File: src/design/price_time_order_book_defines.svh
// assertion macros used by the order book datapath
`ifndef PRICE_TIME_ORDER_BOOK_DEFINES_SVH
`define PRICE_TIME_ORDER_BOOK_DEFINES_SVH
`ifndef ASSERT_OFF
`define PTOB_ASSERT(label, clk, rst_n, prop) \
	label: assert property (@(posedge clk) disable iff (!rst_n) prop) else $error("property failed");
`define PTOB_NEVER(label, clk, rst_n, expr) \
	label: assert property (@(posedge clk) disable iff (!rst_n) !(expr)) else $error("forbidden condition");
`else
`define PTOB_ASSERT(label, clk, rst_n, prop)
`define PTOB_NEVER(label, clk, rst_n, expr)
`endif
`endif

File: src/design/ptob_pkg.sv
`default_nettype none
package ptob_pkg;

	localparam int MAX_ORDERS = 1024;
	localparam int ORD_AW     = $clog2(MAX_ORDERS);
	localparam int LINK_W     = ORD_AW + 1;
	localparam int MAX_LEVELS = 64;
	localparam int LVL_AW     = $clog2(MAX_LEVELS);
	localparam int CNT_W      = LVL_AW + 1;
	localparam int PRICE_W    = 16;
	localparam int MAX_SNAP   = 8;
	localparam int GOT_W      = $clog2(MAX_SNAP + 1);
	localparam int DEPTH_W    = 4;
	localparam int DEPTH_RST  = 8;

	localparam logic [LINK_W-1:0] NO_LINK = LINK_W'(MAX_ORDERS);

	typedef enum logic [1:0] {
		FN_INSERT   = 2'd0,
		FN_REMOVE   = 2'd1,
		FN_SNAPSHOT = 2'd2,
		FN_SPARE    = 2'd3
	} func_t;

	typedef enum logic [2:0] {
		ST_OK       = 3'd0,
		ST_UNKNOWN  = 3'd1,
		ST_DUP      = 3'd2,
		ST_FULL     = 3'd3,
		ST_MISMATCH = 3'd4
	} status_t;

	typedef enum logic [5:0] {
		OP_NONE, OP_CLR, OP_LOAD, OP_RD_ORD, OP_CAP_LINKS, OP_RD_LVL, OP_LV_INC,
		OP_TAKE_LVL, OP_SH_INIT, OP_SHU_RD, OP_SHU_WR, OP_NEWLVL, OP_INS_ORD,
		OP_RD_PTR, OP_WR_PTR_NEXT, OP_WR_LVL, OP_SET_HEAD, OP_RD_NXT,
		OP_WR_NXT_PREV, OP_SET_TAIL, OP_FREE, OP_SD_INIT, OP_SHD_RD, OP_SHD_WR,
		OP_CNT_DEC, OP_BEST_INIT, OP_EMIT_BEST, OP_SNAP_INIT, OP_SNAP_SIDE1,
		OP_SN_HEAD, OP_SN_EMIT, OP_SN_NEXT, OP_SN_PAD
	} op_t;

	typedef struct packed {
		logic                used;
		logic                side;
		logic [PRICE_W-1:0]  price;
		logic [LINK_W-1:0]   prv;
		logic [LINK_W-1:0]   nxt;
	} ord_rec_t;

	typedef struct packed {
		logic [PRICE_W-1:0]  price;
		logic [LINK_W-1:0]   head;
		logic [LINK_W-1:0]   tail;
	} lvl_rec_t;

	typedef struct packed {
		op_t     op;
		status_t st;
	} cmd_t;

	typedef struct packed {
		func_t func;
		logic  clr_last;
		logic  ord_used;
		logic  ord_match;
		logic  lv_end;
		logic  lvl_eq;
		logic  lvl_better;
		logic  cnt_full;
		logic  i_at_lv;
		logic  i_last;
		logic  ptr_null;
		logic  nxt_null;
		logic  lvl_empty;
		logic  got_full;
		logic  sd;
		logic  out_free;
	} stat_t;

endpackage
`default_nettype wire

File: src/design/ptob_ctrl.sv
`default_nettype none
module ptob_ctrl import ptob_pkg::*; (
	input  wire   clk,
	input  wire   arst_n,
	input  wire   req_valid,
	output logic  req_stall,
	input  stat_t stat,
	output cmd_t  cmd
);

	typedef enum logic [4:0] {
		S_CLEAR, S_IDLE, S_DISPATCH, S_ORD_CHK, S_FIND_RD, S_FIND_CHK, S_NEW_LVL,
		S_SHU_CHK, S_SHU_WR, S_INS_ORD, S_INS_LINK, S_PTR_WR, S_WR_LVL, S_RM_PREV,
		S_RM_NEXT, S_NXT_WR, S_RM_FREE, S_RM_LVL, S_SHD_CHK, S_SHD_WR, S_FIN,
		S_BEST_RD, S_BEST_EM, S_SN_LV, S_SN_HEAD, S_SN_ORD, S_SN_NEXT, S_SN_PAD
	} state_t;

	state_t state_q, state_nx;
	logic   is_ins;

	assign is_ins    = (stat.func == FN_INSERT);
	assign req_stall = (state_q != S_IDLE);

	always_comb begin
		state_nx = state_q;
		cmd.op   = OP_NONE;
		cmd.st   = ST_OK;
		case (state_q)
			S_CLEAR: begin
				cmd.op = OP_CLR;
				if (stat.clr_last) state_nx = S_IDLE;
			end
			S_IDLE: begin
				if (req_valid) begin
					cmd.op   = OP_LOAD;
					state_nx = S_DISPATCH;
				end
			end
			S_DISPATCH: begin
				case (stat.func)
					FN_INSERT, FN_REMOVE: begin
						cmd.op   = OP_RD_ORD;
						state_nx = S_ORD_CHK;
					end
					FN_SNAPSHOT: begin
						cmd.op   = OP_SNAP_INIT;
						state_nx = S_SN_LV;
					end
					default: begin
						cmd.op   = OP_BEST_INIT;
						state_nx = S_BEST_RD;
					end
				endcase
			end
			S_ORD_CHK: begin
				if (is_ins) begin
					if (stat.ord_used) begin
						cmd.op   = OP_BEST_INIT;
						cmd.st   = ST_DUP;
						state_nx = S_BEST_RD;
					end else begin
						state_nx = S_FIND_RD;
					end
				end else if (!stat.ord_used) begin
					cmd.op   = OP_BEST_INIT;
					cmd.st   = ST_UNKNOWN;
					state_nx = S_BEST_RD;
				end else if (!stat.ord_match) begin
					cmd.op   = OP_BEST_INIT;
					cmd.st   = ST_MISMATCH;
					state_nx = S_BEST_RD;
				end else begin
					cmd.op   = OP_CAP_LINKS;
					state_nx = S_FIND_RD;
				end
			end
			S_FIND_RD: begin
				if (stat.lv_end) begin
					if (is_ins) begin
						state_nx = S_NEW_LVL;
					end else begin
						cmd.op   = OP_BEST_INIT;
						cmd.st   = ST_MISMATCH;
						state_nx = S_BEST_RD;
					end
				end else begin
					cmd.op   = OP_RD_LVL;
					state_nx = S_FIND_CHK;
				end
			end
			S_FIND_CHK: begin
				if (stat.lvl_eq) begin
					cmd.op   = OP_TAKE_LVL;
					state_nx = is_ins ? S_INS_ORD : S_RM_PREV;
				end else if (stat.lvl_better) begin
					if (is_ins) begin
						state_nx = S_NEW_LVL;
					end else begin
						cmd.op   = OP_BEST_INIT;
						cmd.st   = ST_MISMATCH;
						state_nx = S_BEST_RD;
					end
				end else begin
					cmd.op   = OP_LV_INC;
					state_nx = S_FIND_RD;
				end
			end
			S_NEW_LVL: begin
				if (stat.cnt_full) begin
					cmd.op   = OP_BEST_INIT;
					cmd.st   = ST_FULL;
					state_nx = S_BEST_RD;
				end else begin
					cmd.op   = OP_SH_INIT;
					state_nx = S_SHU_CHK;
				end
			end
			S_SHU_CHK: begin
				if (stat.i_at_lv) begin
					cmd.op   = OP_NEWLVL;
					state_nx = S_INS_ORD;
				end else begin
					cmd.op   = OP_SHU_RD;
					state_nx = S_SHU_WR;
				end
			end
			S_SHU_WR: begin
				cmd.op   = OP_SHU_WR;
				state_nx = S_SHU_CHK;
			end
			S_INS_ORD: begin
				cmd.op   = OP_INS_ORD;
				state_nx = S_INS_LINK;
			end
			S_INS_LINK: begin
				if (stat.ptr_null) begin
					cmd.op   = OP_WR_LVL;
					state_nx = S_FIN;
				end else begin
					cmd.op   = OP_RD_PTR;
					state_nx = S_PTR_WR;
				end
			end
			S_PTR_WR: begin
				cmd.op   = OP_WR_PTR_NEXT;
				state_nx = is_ins ? S_WR_LVL : S_RM_NEXT;
			end
			S_WR_LVL: begin
				cmd.op   = OP_WR_LVL;
				state_nx = S_FIN;
			end
			S_RM_PREV: begin
				if (stat.ptr_null) begin
					cmd.op   = OP_SET_HEAD;
					state_nx = S_RM_NEXT;
				end else begin
					cmd.op   = OP_RD_PTR;
					state_nx = S_PTR_WR;
				end
			end
			S_RM_NEXT: begin
				if (stat.nxt_null) begin
					cmd.op   = OP_SET_TAIL;
					state_nx = S_RM_FREE;
				end else begin
					cmd.op   = OP_RD_NXT;
					state_nx = S_NXT_WR;
				end
			end
			S_NXT_WR: begin
				cmd.op   = OP_WR_NXT_PREV;
				state_nx = S_RM_FREE;
			end
			S_RM_FREE: begin
				cmd.op   = OP_FREE;
				state_nx = S_RM_LVL;
			end
			S_RM_LVL: begin
				if (stat.lvl_empty) begin
					cmd.op   = OP_SD_INIT;
					state_nx = S_SHD_CHK;
				end else begin
					cmd.op   = OP_WR_LVL;
					state_nx = S_FIN;
				end
			end
			S_SHD_CHK: begin
				if (stat.i_last) begin
					cmd.op   = OP_CNT_DEC;
					state_nx = S_FIN;
				end else begin
					cmd.op   = OP_SHD_RD;
					state_nx = S_SHD_WR;
				end
			end
			S_SHD_WR: begin
				cmd.op   = OP_SHD_WR;
				state_nx = S_SHD_CHK;
			end
			S_FIN: begin
				cmd.op   = OP_BEST_INIT;
				state_nx = S_BEST_RD;
			end
			S_BEST_RD: begin
				cmd.op   = OP_RD_LVL;
				state_nx = S_BEST_EM;
			end
			S_BEST_EM: begin
				if (stat.out_free) begin
					cmd.op   = OP_EMIT_BEST;
					state_nx = stat.sd ? S_IDLE : S_BEST_RD;
				end
			end
			S_SN_LV: begin
				if (stat.got_full || stat.lv_end) begin
					state_nx = S_SN_PAD;
				end else begin
					cmd.op   = OP_RD_LVL;
					state_nx = S_SN_HEAD;
				end
			end
			S_SN_HEAD: begin
				cmd.op   = OP_SN_HEAD;
				state_nx = S_SN_ORD;
			end
			S_SN_ORD: begin
				if (stat.ptr_null || stat.got_full) begin
					cmd.op   = OP_LV_INC;
					state_nx = S_SN_LV;
				end else if (stat.out_free) begin
					cmd.op   = OP_SN_EMIT;
					state_nx = S_SN_NEXT;
				end
			end
			S_SN_NEXT: begin
				cmd.op   = OP_SN_NEXT;
				state_nx = S_SN_ORD;
			end
			S_SN_PAD: begin
				if (stat.got_full) begin
					if (stat.sd) begin
						state_nx = S_IDLE;
					end else begin
						cmd.op   = OP_SNAP_SIDE1;
						state_nx = S_SN_LV;
					end
				end else if (stat.out_free) begin
					cmd.op = OP_SN_PAD;
				end
			end
			default: begin
				state_nx = S_IDLE;
			end
		endcase
	end

	always_ff @(posedge clk or negedge arst_n) begin
		if (!arst_n) begin
			state_q <= S_CLEAR;
		end else begin
			state_q <= state_nx;
		end
	end

endmodule
`default_nettype wire

File: config.mk
export PLATFORM = sky130hd
export DESIGN_NAME = ptob_ctrl
export DESIGN_NICKNAME = d
export VERILOG_FILES = /design/src/design/price_time_order_book_defines.svh /design/src/design/ptob_pkg.sv /design/src/design/ptob_ctrl.sv
export SDC_FILE = /design/constraint.sdc
export NUM_CORES = 1
export LEC_CHECK = 0
export BUFFER_PORTS_ARGS = -buffer_cell sky130_fd_sc_hd__buf_2
export CAP_MARGIN = 10
export CORE_MARGIN = 2
export CORE_UTILIZATION = 45
export CTS_BUF_LIST = sky130_fd_sc_hd__clkbuf_8
export DETAILED_ROUTE_END_ITERATION = 12
export GPL_TIMING_DRIVEN = 0
export PLACE_DENSITY_LB_ADDON = 0.08
export SLEW_MARGIN = 20
export SYNTH_ARGS = -nofsm -noshare
export SYNTH_HDL_FRONTEND = slang
export SYNTH_SLANG_ARGS = --single-unit
File: constraint.sdc
create_clock -name clk -period 4.4 [get_ports clk]
set_clock_uncertainty 0.1 [all_clocks]
set_input_delay 0.22 -clock clk [delete_from_list [all_inputs] [get_ports clk]]
set_output_delay 0.22 -clock clk [all_outputs]
set_load 0.005 [all_outputs]
======== After elaboration in Yosys (flattened, before gate mapping) ========
Cells that the tools add are included.
operators by class
  equality and inequality tests ........... 35
  multiplexer cells ....................... 59
  reductions and logical operators ........ 7
operators with widths
  operator                                                number
  case mux 6 bit (28 select lines)                        1
  2-to-1 mux 5 bit                                        28
  case mux 5 bit (27 select lines)                        1
  equality test 5 bit (second input constant)             12
  equality test 5 x 4 -> 1 bit (second input constant)    8
  2-to-1 mux 3 bit                                        9
  2-to-1 mux 6 bit                                        4
  2-to-1 mux 8 bit                                        3
  equality test 5 x 3 -> 1 bit (second input constant)    4
  case mux 5 bit (2 select lines)                         2
  2-to-1 mux 2 bit                                        7
  case mux 3 bit (4 select lines)                         1
  equality test 5 x 2 -> 1 bit (second input constant)    2
  2-to-1 mux 9 bit                                        1
  inequality test 2 bit (second input constant)           4
  equality test 5 x 1 -> 1 bit (second input constant)    1
  zero test 5 bit                                         1
  inequality test 5 x 1 -> 1 bit (second input constant)  1
  AND reduction 5 bit                                     1
  2-to-1 mux 4 bit                                        1
  OR reduction 2 bit                                      2
  inequality test 3 bit (second input constant)           1
  equality test 2 x 1 -> 1 bit (second input constant)    1
  equality test 2 bit (second input constant)             1
  other kinds (3)                                         4
storage, ports and cells
  bits in registers ....................... 5
  input port bits ......................... 20
  output and inout port bits .............. 10
  word-level logic and storage cells ...... 102

======== Longest topological paths before layout ========
Gate-level depths: netlist of run 1.
  depth in word-level cells ............... 5
  gate-level depth with buffers ........... 8
  mapped depth without buffers ............ 5

======== Worst setup path before layout of run 1 ========
OpenSTA, ideal clock, no wires.
  path type ............................... register -> output
  from .................................... reg state_q[3]
  to ...................................... out cmd[7] (netlist bit)
  data arrival time ....................... 1.559 ns
  required time ........................... 4.080 ns
  slack ................................... 2.521 ns
  cell stages (with the launch flop) ...... 7
  buffers on the path ..................... 1
  cells stage by stage .................... dfrtp_1 buf_4 or3_4 nor4_1 nand3b_1 nor2_1 nand3_1
RTL lines
  item                      line              source
  start: declaration        ptob_ctrl.sv:18   state_t state_q, state_nx;
  start signal: assignment  ptob_ctrl.sv:261  state_q <= state_nx;
  end: declaration          ptob_ctrl.sv:8    output cmd_t cmd

==> results of run 1 <==
==> cell usage after synthesis, types with 4 or more instances <==
| cell | n |
|---|---|
| a32oi_1 | 4 |
| a31oi_1 | 7 |
| nand3_1 | 17 |
| o21ai_0 | 18 |
| buf_2 | 13 |
| nand2b_1 | 11 |
| nor2b_1 | 12 |
| nand2_1 | 16 |
| nor4_1 | 6 |
| dfrtp_1 | 5 |
| a21oi_1 | 15 |
| nor2_1 | 18 |
| inv_1 | 6 |
| nor3_1 | 7 |
| o22ai_1 | 4 |
==> path summary, 6_finish.rpt <==
| kind | from | end | slack (ns) | cells past startpoint |
|---|---|---|---|---|
| worst max register to register | state_q[2] | state_q[4] | 1.89 | 6 |
| worst min register to register | state_q[4] | state_q[2] | 0.69 | 4 |
| worst max-delay path | state_q[2] | cmd[6] | 1.48 | 7 |
| worst min-delay path | arst_n | state_q[3] | 0.23 | 2 |
| min in group clk | stat[10] | state_q[2] | 0.37 | 5 |
| max in group asynchronous | arst_n | state_q[4] | 3.85 | 2 |
==> through the flow <==
stage	total power [mW]	setup slack, ns
finish	1.24	1.48
global route	1.34	1.44
CTS	1.21	1.68
detailed placement	1.11	1.94
global placement	1.13	1.89
floorplan	0.817	2.52
==> final cells by class <==
cell class	instances	area, µm²	area share (%)
sequential	5	125	7.50
buffer	19	92.6	5.55
multi-input combinational	188	1170	70.1
clock buffer	3	41.3	2.47
inverter	7	26.3	1.57
timing repair buffer	30	155	9.30
clock inverter	1	3.75	0.225
tap	44	55.1	3.30
==> cell families (layout without fill, tap and decap cells) <==
| logic type | after synthesis | after routing |
|---|---|---|
| simple gates | 107 | 107 |
| flops | 5 | 5 |
| buf+inv | 26 | 60 |
| compound gates | 81 | 81 |
==> cells in the final DEF, fill, tap and decap left out, types with 5 or more instances in the layout <==
master    instances
inv_1             7
a31oi_1           7
nor4_1            6
a21oi_1          15
o21ai_0          18
nand3_1          17
nor2b_1          12
nand2b_1         11
nand2_1          16
dfrtp_1           5
nor2_1           18
nor3_1            7
buf_2            42
==> worst max-delay path, stage by stage, from the launching register on <==
cell and delay [ns]:
dfrtp_1 0.49, buf_2 0.27, nor3b_1 0.77, nand3_1 0.22, a21oi_1 0.32, nor4_1 0.11, nand2_1 0.08, buf_2 0.10
==> metal layers <==
metal | share of wire, % | wire (µm) | vias to the layer above
met5 | 0 | 0 | -
met4 | 5.3 | 304 | 0
met3 | 14 | 807 | 32
met2 | 42 | 2380 | 153
li1 | - | - | 916
met1 | 39 | 2210 | 909
==> power groups by stage <==
| stage | Clock [mW] | Sequential, mW | Combinational [mW] |
|---|---|---|---|
| after floorplan | 0 | 0.0875 | 0.729 |
| after global placement | 0 | 0.0946 | 1.03 |
| after detailed placement | 0 | 0.0951 | 1.02 |
| after CTS | 0.0892 | 0.0952 | 1.03 |
| after global routing | 0.0923 | 0.0992 | 1.14 |
| final | 0.0873 | 0.0959 | 1.06 |
==> timing repair <==
action                    4_1_cts  5_1_grt
hold buffers                    1        0
hold endpoints to repair        5        0
setup buffers                   0        0
==> results.txt, run 1 <==
GR Util met2: 46.6%
CP Capture Type: primary output
synthesis-to-layout area growth: 18.1%
Final Hold Vio Count: 0
Skew-Pair Late Insertion Delay: 0.23 ns
M3 GR Usage: 9.74%
VDD IR-drop max: 0.362 mV
Final Max Tran Viols: 0
Vias: 2010
H-tree Lvls: 1
Syn Area/Cell: 6.46 µm²
Placed Cells: 292
RSZ-0062 raised after global routing: no
average wire per cell in the routed design: 19.2 µm
Antenna Violating Nets Remaining: 0
drt via density: 6.77
Syn Inst Count: 219
# DRC: 0
Final nets: 274
DRT Pass-1 Iters: 5
Routed WL: 5700 µm
setup TNS: 0 ns
# rows: 20
dpl hpwl: 4270 µm
Clk pwr share: 7.0%
die width: 60.1 µm
gpl congestion: 0.974
grt ovf: 0
CTS Root Cell: clkbuf_8
maximum number of pins on one net before global-route repair: 11
Worst-Margin Slew: 0.913 ns
core area: 3030 µm²
mux cell area share after synthesis: 0%
Synth Area in Compound Gates: 40.3%
sequential share of the synthesized area: 8.85%
final non-filler cell total: 297
Post-synth EDFFs: 0
internal power: 0.534 mW
Num CTS Buffers: 3
synth warn: 0
sequential share of power: 7.7%
Psw: 0.707 mW
filler cell count: 315
main combinational cell family by area after synthesis: simple AND/OR/NAND/NOR gates
syn_nets: 239
status: finished clean
highest net fanout along the worst path: 10
Synth area leaders: dfrtp_1, o21ai_0, nand3_1
Main synth FF type: dfrtp_1
Max Fclk: 342 MHz
vias in the first global route: 1824
Reg clk slew, reported paths: 0.04 ns
CTS tree: built
Slew HR: 39.0%
Antenna Diode Count: 0
initial antenna violation count: 0
Clock Sink Count: 5
Final Util: 55.1%
largest registers: state_q (5)
Initial Utilization: 46.7%
max reg flops: 5
Max-Cap Viols: 0
Ports: 30
combinational power share: 85.2%
Leakage: 0.667 nW
Die Area: 3610 µm²
post-synth top area cell: dfrtp_1
WP data required: 4.08 ns
startpoint types: register
xor/xnor share of the synthesized area: 0%
number of distinct library cells after synthesis: 57
Clock Tree Buf Depth: 2
switching power share of the total: 57.0%
Tot GR Track Use: 33.1%
post-CTS resize count: 0
Yosys reg bits: 5
pwr/cell area: 744 nW/µm²
Synth Area in Simple Gates: 42.5%
Largest Register: state_q
CP arrival: 2.60 ns
share of layout cells above drive strength 1: 22.1%
# port buffers: 29
WS Path Type: register to primary output
min Tclk post-route: 2.92 ns
synthesized-area fraction occupied by adder cells: 0%
first-pass GRT wire length: 8900 µm
gr busiest metal: met2
M1 GR Usage: 44.5%
Synth top area share: 8.85%
Final Cell Area: 1670 µm²
Placed Area: 1610 µm²
Die Y: 60.1 µm
crit share post-route: 66.4%
Synth Cell Area: 1410 µm²
Worst Hold Class: input port to async pin
Setup-failing EPs final: 0
asr flop ratio synth: 100%
Worst Hold Slack: 0.229 ns
initial DRC count: 198
Power figures use the tool's default switching activity.
==> run 2, diff against run 1 <==
==> constraint.sdc (replaced) <==
create_clock -name clk -period 2.3 [get_ports clk]
set_clock_uncertainty 0.1 [all_clocks]
set_input_delay 0.115 -clock clk [delete_from_list [all_inputs] [get_ports clk]]
set_output_delay 0.115 -clock clk [all_outputs]
set_load 0.005 [all_outputs]
==> run 2 against run 1 <==
Net effect: worst setup slack worse by 1.4 ns; critical path depth down 1; die area unchanged; sequential cell count unchanged; highest routed layer unchanged.
==> results.txt, run 2 (synthesized netlist as in run 1, its figures left out) <==
Psw: 1.44 mW (+100%)
max reg flops: 5 (unchanged)
Slew HR: 48.6% (+9.6 points)
# DRC: 0 (unchanged)
Worst Hold Class: input port to async pin
commonest non-fill, non-tap cell in the layout: buf_2
Worst-Margin Slew: 0.761 ns (-0.152 ns)
Max-Cap Viols: 0 (unchanged)
core area: 3030 µm² (unchanged)
VDD IR-drop max: 0.596 mV (+65%)
maximum number of pins on one net before global-route repair: 11 (unchanged)
CP arrival: 2.05 ns (-0.55 ns)
Worst Hold Slack: 0.120 ns (-0.109 ns)
# port buffers: 29 (unchanged)
die width: 60.1 µm (unchanged)
Antenna Violating Nets Remaining: 0 (unchanged)
WS Path Type: register to primary output
Num CTS Buffers: 3 (unchanged)
Routed WL: 5910 µm (+3.6%)
Clock Tree Buf Depth: 2 (unchanged)
cell count along the critical path: 6 (-1)
filler cell count: 292 (-7.3%)
sequential share of power: 7.3% (-0.4 points)
min Tclk post-route: 2.26 ns
CTS tree: built
FF-to-FF setup slack: 0.14 ns (-1.75 ns)
worst r2r src: state_q[3]
internal power: 1.15 mW (+120%)
crit-path cells: clkbuf_2, clkinv_1, a31oi_1, a31o_2, or4b_1, buf_2
combinational power share: 86.1% (+0.9 points)
setup TNS: 0 ns (unchanged)
area occupied by multi-input gates: 1240 µm² (+6.2%)
initial antenna violation count: 0 (unchanged)
Die Y: 60.1 µm (unchanged)
Reg clk slew, reported paths: 0.04 ns (about the same)
Skew-Pair Late Insertion Delay: 0.23 ns (about the same)
Reg-to-Reg End: state_q[4]
Final Hold Vio Count: 0 (unchanged)
largest registers: state_q (5)
CP bufs+invs: 3 (+1)
commonest cells after routing, fill and taps aside: buf_2, o21ai_0, nand3_1, nor2_1, nand2_1
synthesis-to-layout area growth: 26.9%
Largest Register: state_q
Final Max Tran Viols: 0 (unchanged)
pre-CTS setup slack: -0.0518 ns (-1.99 ns)
CP Capture Type: primary output
Max Fclk: 442 MHz
Vias: 2064 (+2.7%)
crit share post-route: 98.4%
Die Area: 3610 µm² (unchanged)
drt via density: 6.93 (+2.3%)
WP data required: 2.09 ns (-1.99 ns)
pwr/cell area: 1440 nW/µm² (+94%)
Total Power: 2.59 mW (+110%)
DRT Pass-1 Iters: 6 (+1)
CP peak stage delay: 0.52 ns (-0.25 ns)
grt ovf: 0 (unchanged)
switching power share of the total: 55.5% (-1.5 points)
startpoint types: register
vias in the first global route: 1807 (-0.93%)
highest net fanout along the worst path: 10 (unchanged)
Final nets: 275 (+0.36%)
initial DRC count: 223 (+13%)
FF-to-FF path depth: 7 (+1)
Tot GR Track Use: 33.5% (+0.31 points)
area occupied by registers: 128 µm² (+2.0%)
dpl hpwl: 4270 µm (unchanged)
Antenna Diode Count: 0 (unchanged)
crit-path leading delay family: buffers and inverters
gpl congestion: 0.974 (unchanged)
# rows: 20 (unchanged)
final non-filler cell total: 298 (+0.34%)
Setup-failing EPs final: 0 (unchanged)
status: finished clean
average wire per cell in the routed design: 19.8 µm (+3.2%)
Leakage: 0.706 nW (+5.9%)
first-pass GRT wire length: 9020 µm (+1.3%)
share of layout cells above drive strength 1: 28.7% (+6.6 points)
RSZ-0062 raised after global routing: yes
Critical-path top delay cell: or4b_1
Clk pwr share: 6.6% (-0.4 points)
Clock Sink Count: 5 (unchanged)
Ports: 30 (unchanged)
final worst slack: 0.0373 ns (-1.44 ns)
H-tree Lvls: 1 (unchanged)
Initial Utilization: 46.7% (unchanged)
CTS Root Cell: clkbuf_8
Placed Cells: 292 (unchanged)
==> run 2: cell count changes in the layout (fill, tap and decap cells not counted), sizes merged <==
cell / change
clkbuf: +2
buf: -1
==> run 2: cell type report <==
type / count / share of cell area [%]
inverter: 7 / 1.46
clock buffer: 3 / 2.30
sequential: 5 / 7.11
timing repair buffer: 32 / 9.48
multi-input combinational: 188 / 69.2
tap: 44 / 3.07
buffer: 18 / 7.11
clock inverter: 1 / 0.209
==> run 2: metal layers <==
metal | share of wire, % | track usage, %
met1 | 39 | 45.8
met2 | 41 | 47.0
met3 | 14 | 8.87
met4 | 6.0 | 18.1
met5 | 0 | 0
==> run 2: worst max-delay path by stage <==
stage / start / end
after floorplan: state_q[1] / state_q[0]
after global placement: state_q[2] / cmd[6]
after detailed placement: state_q[3] / cmd[6]
after CTS: state_q[3] / cmd[4]
after global routing: state_q[3] / cmd[7]
final: state_q[0] / cmd[3]
==> run 2: timing repair <==
| action | CTS | global route |
|---|---|---|
| setup buffers | 0 | 2 |
| endpoints found under the hold margin | 5 | 0 |
| endpoints found under the setup margin | 8 | 8 |
| hold buffers | 1 | 0 |
| pin swaps | 1 | 1 |
| resized for setup | 15 | 20 |
==> run 2: stage by stage <==
stage / util (%) / instance area, µm²
3_5_place_dp: 53.3 / 1610
6_report: 59.3 / 1790
2_1_floorplan: - / 1410
4_1_cts: 56.7 / 1720
5_1_grt: 59.3 / 1790
3_3_place_gp: 53.3 / 1610
==> run 2: worst reg2reg max path: cells and delay by family (launching register included) <==
kind	cells	cell delay, ns
buf+inv	2	0.39
flops	1	0.38
simple gates	3	0.93
compound gates	2	0.29
==> run 2: power groups by stage <==
stage	registers (mW)	logic, mW	clock network (mW)
final	0.189	2.23	0.171
after global routing	0.194	2.39	0.177
after CTS	0.183	2.04	0.171
after detailed placement	0.182	1.95	0
after global placement	0.181	1.97	0
after floorplan	0.167	1.40	0
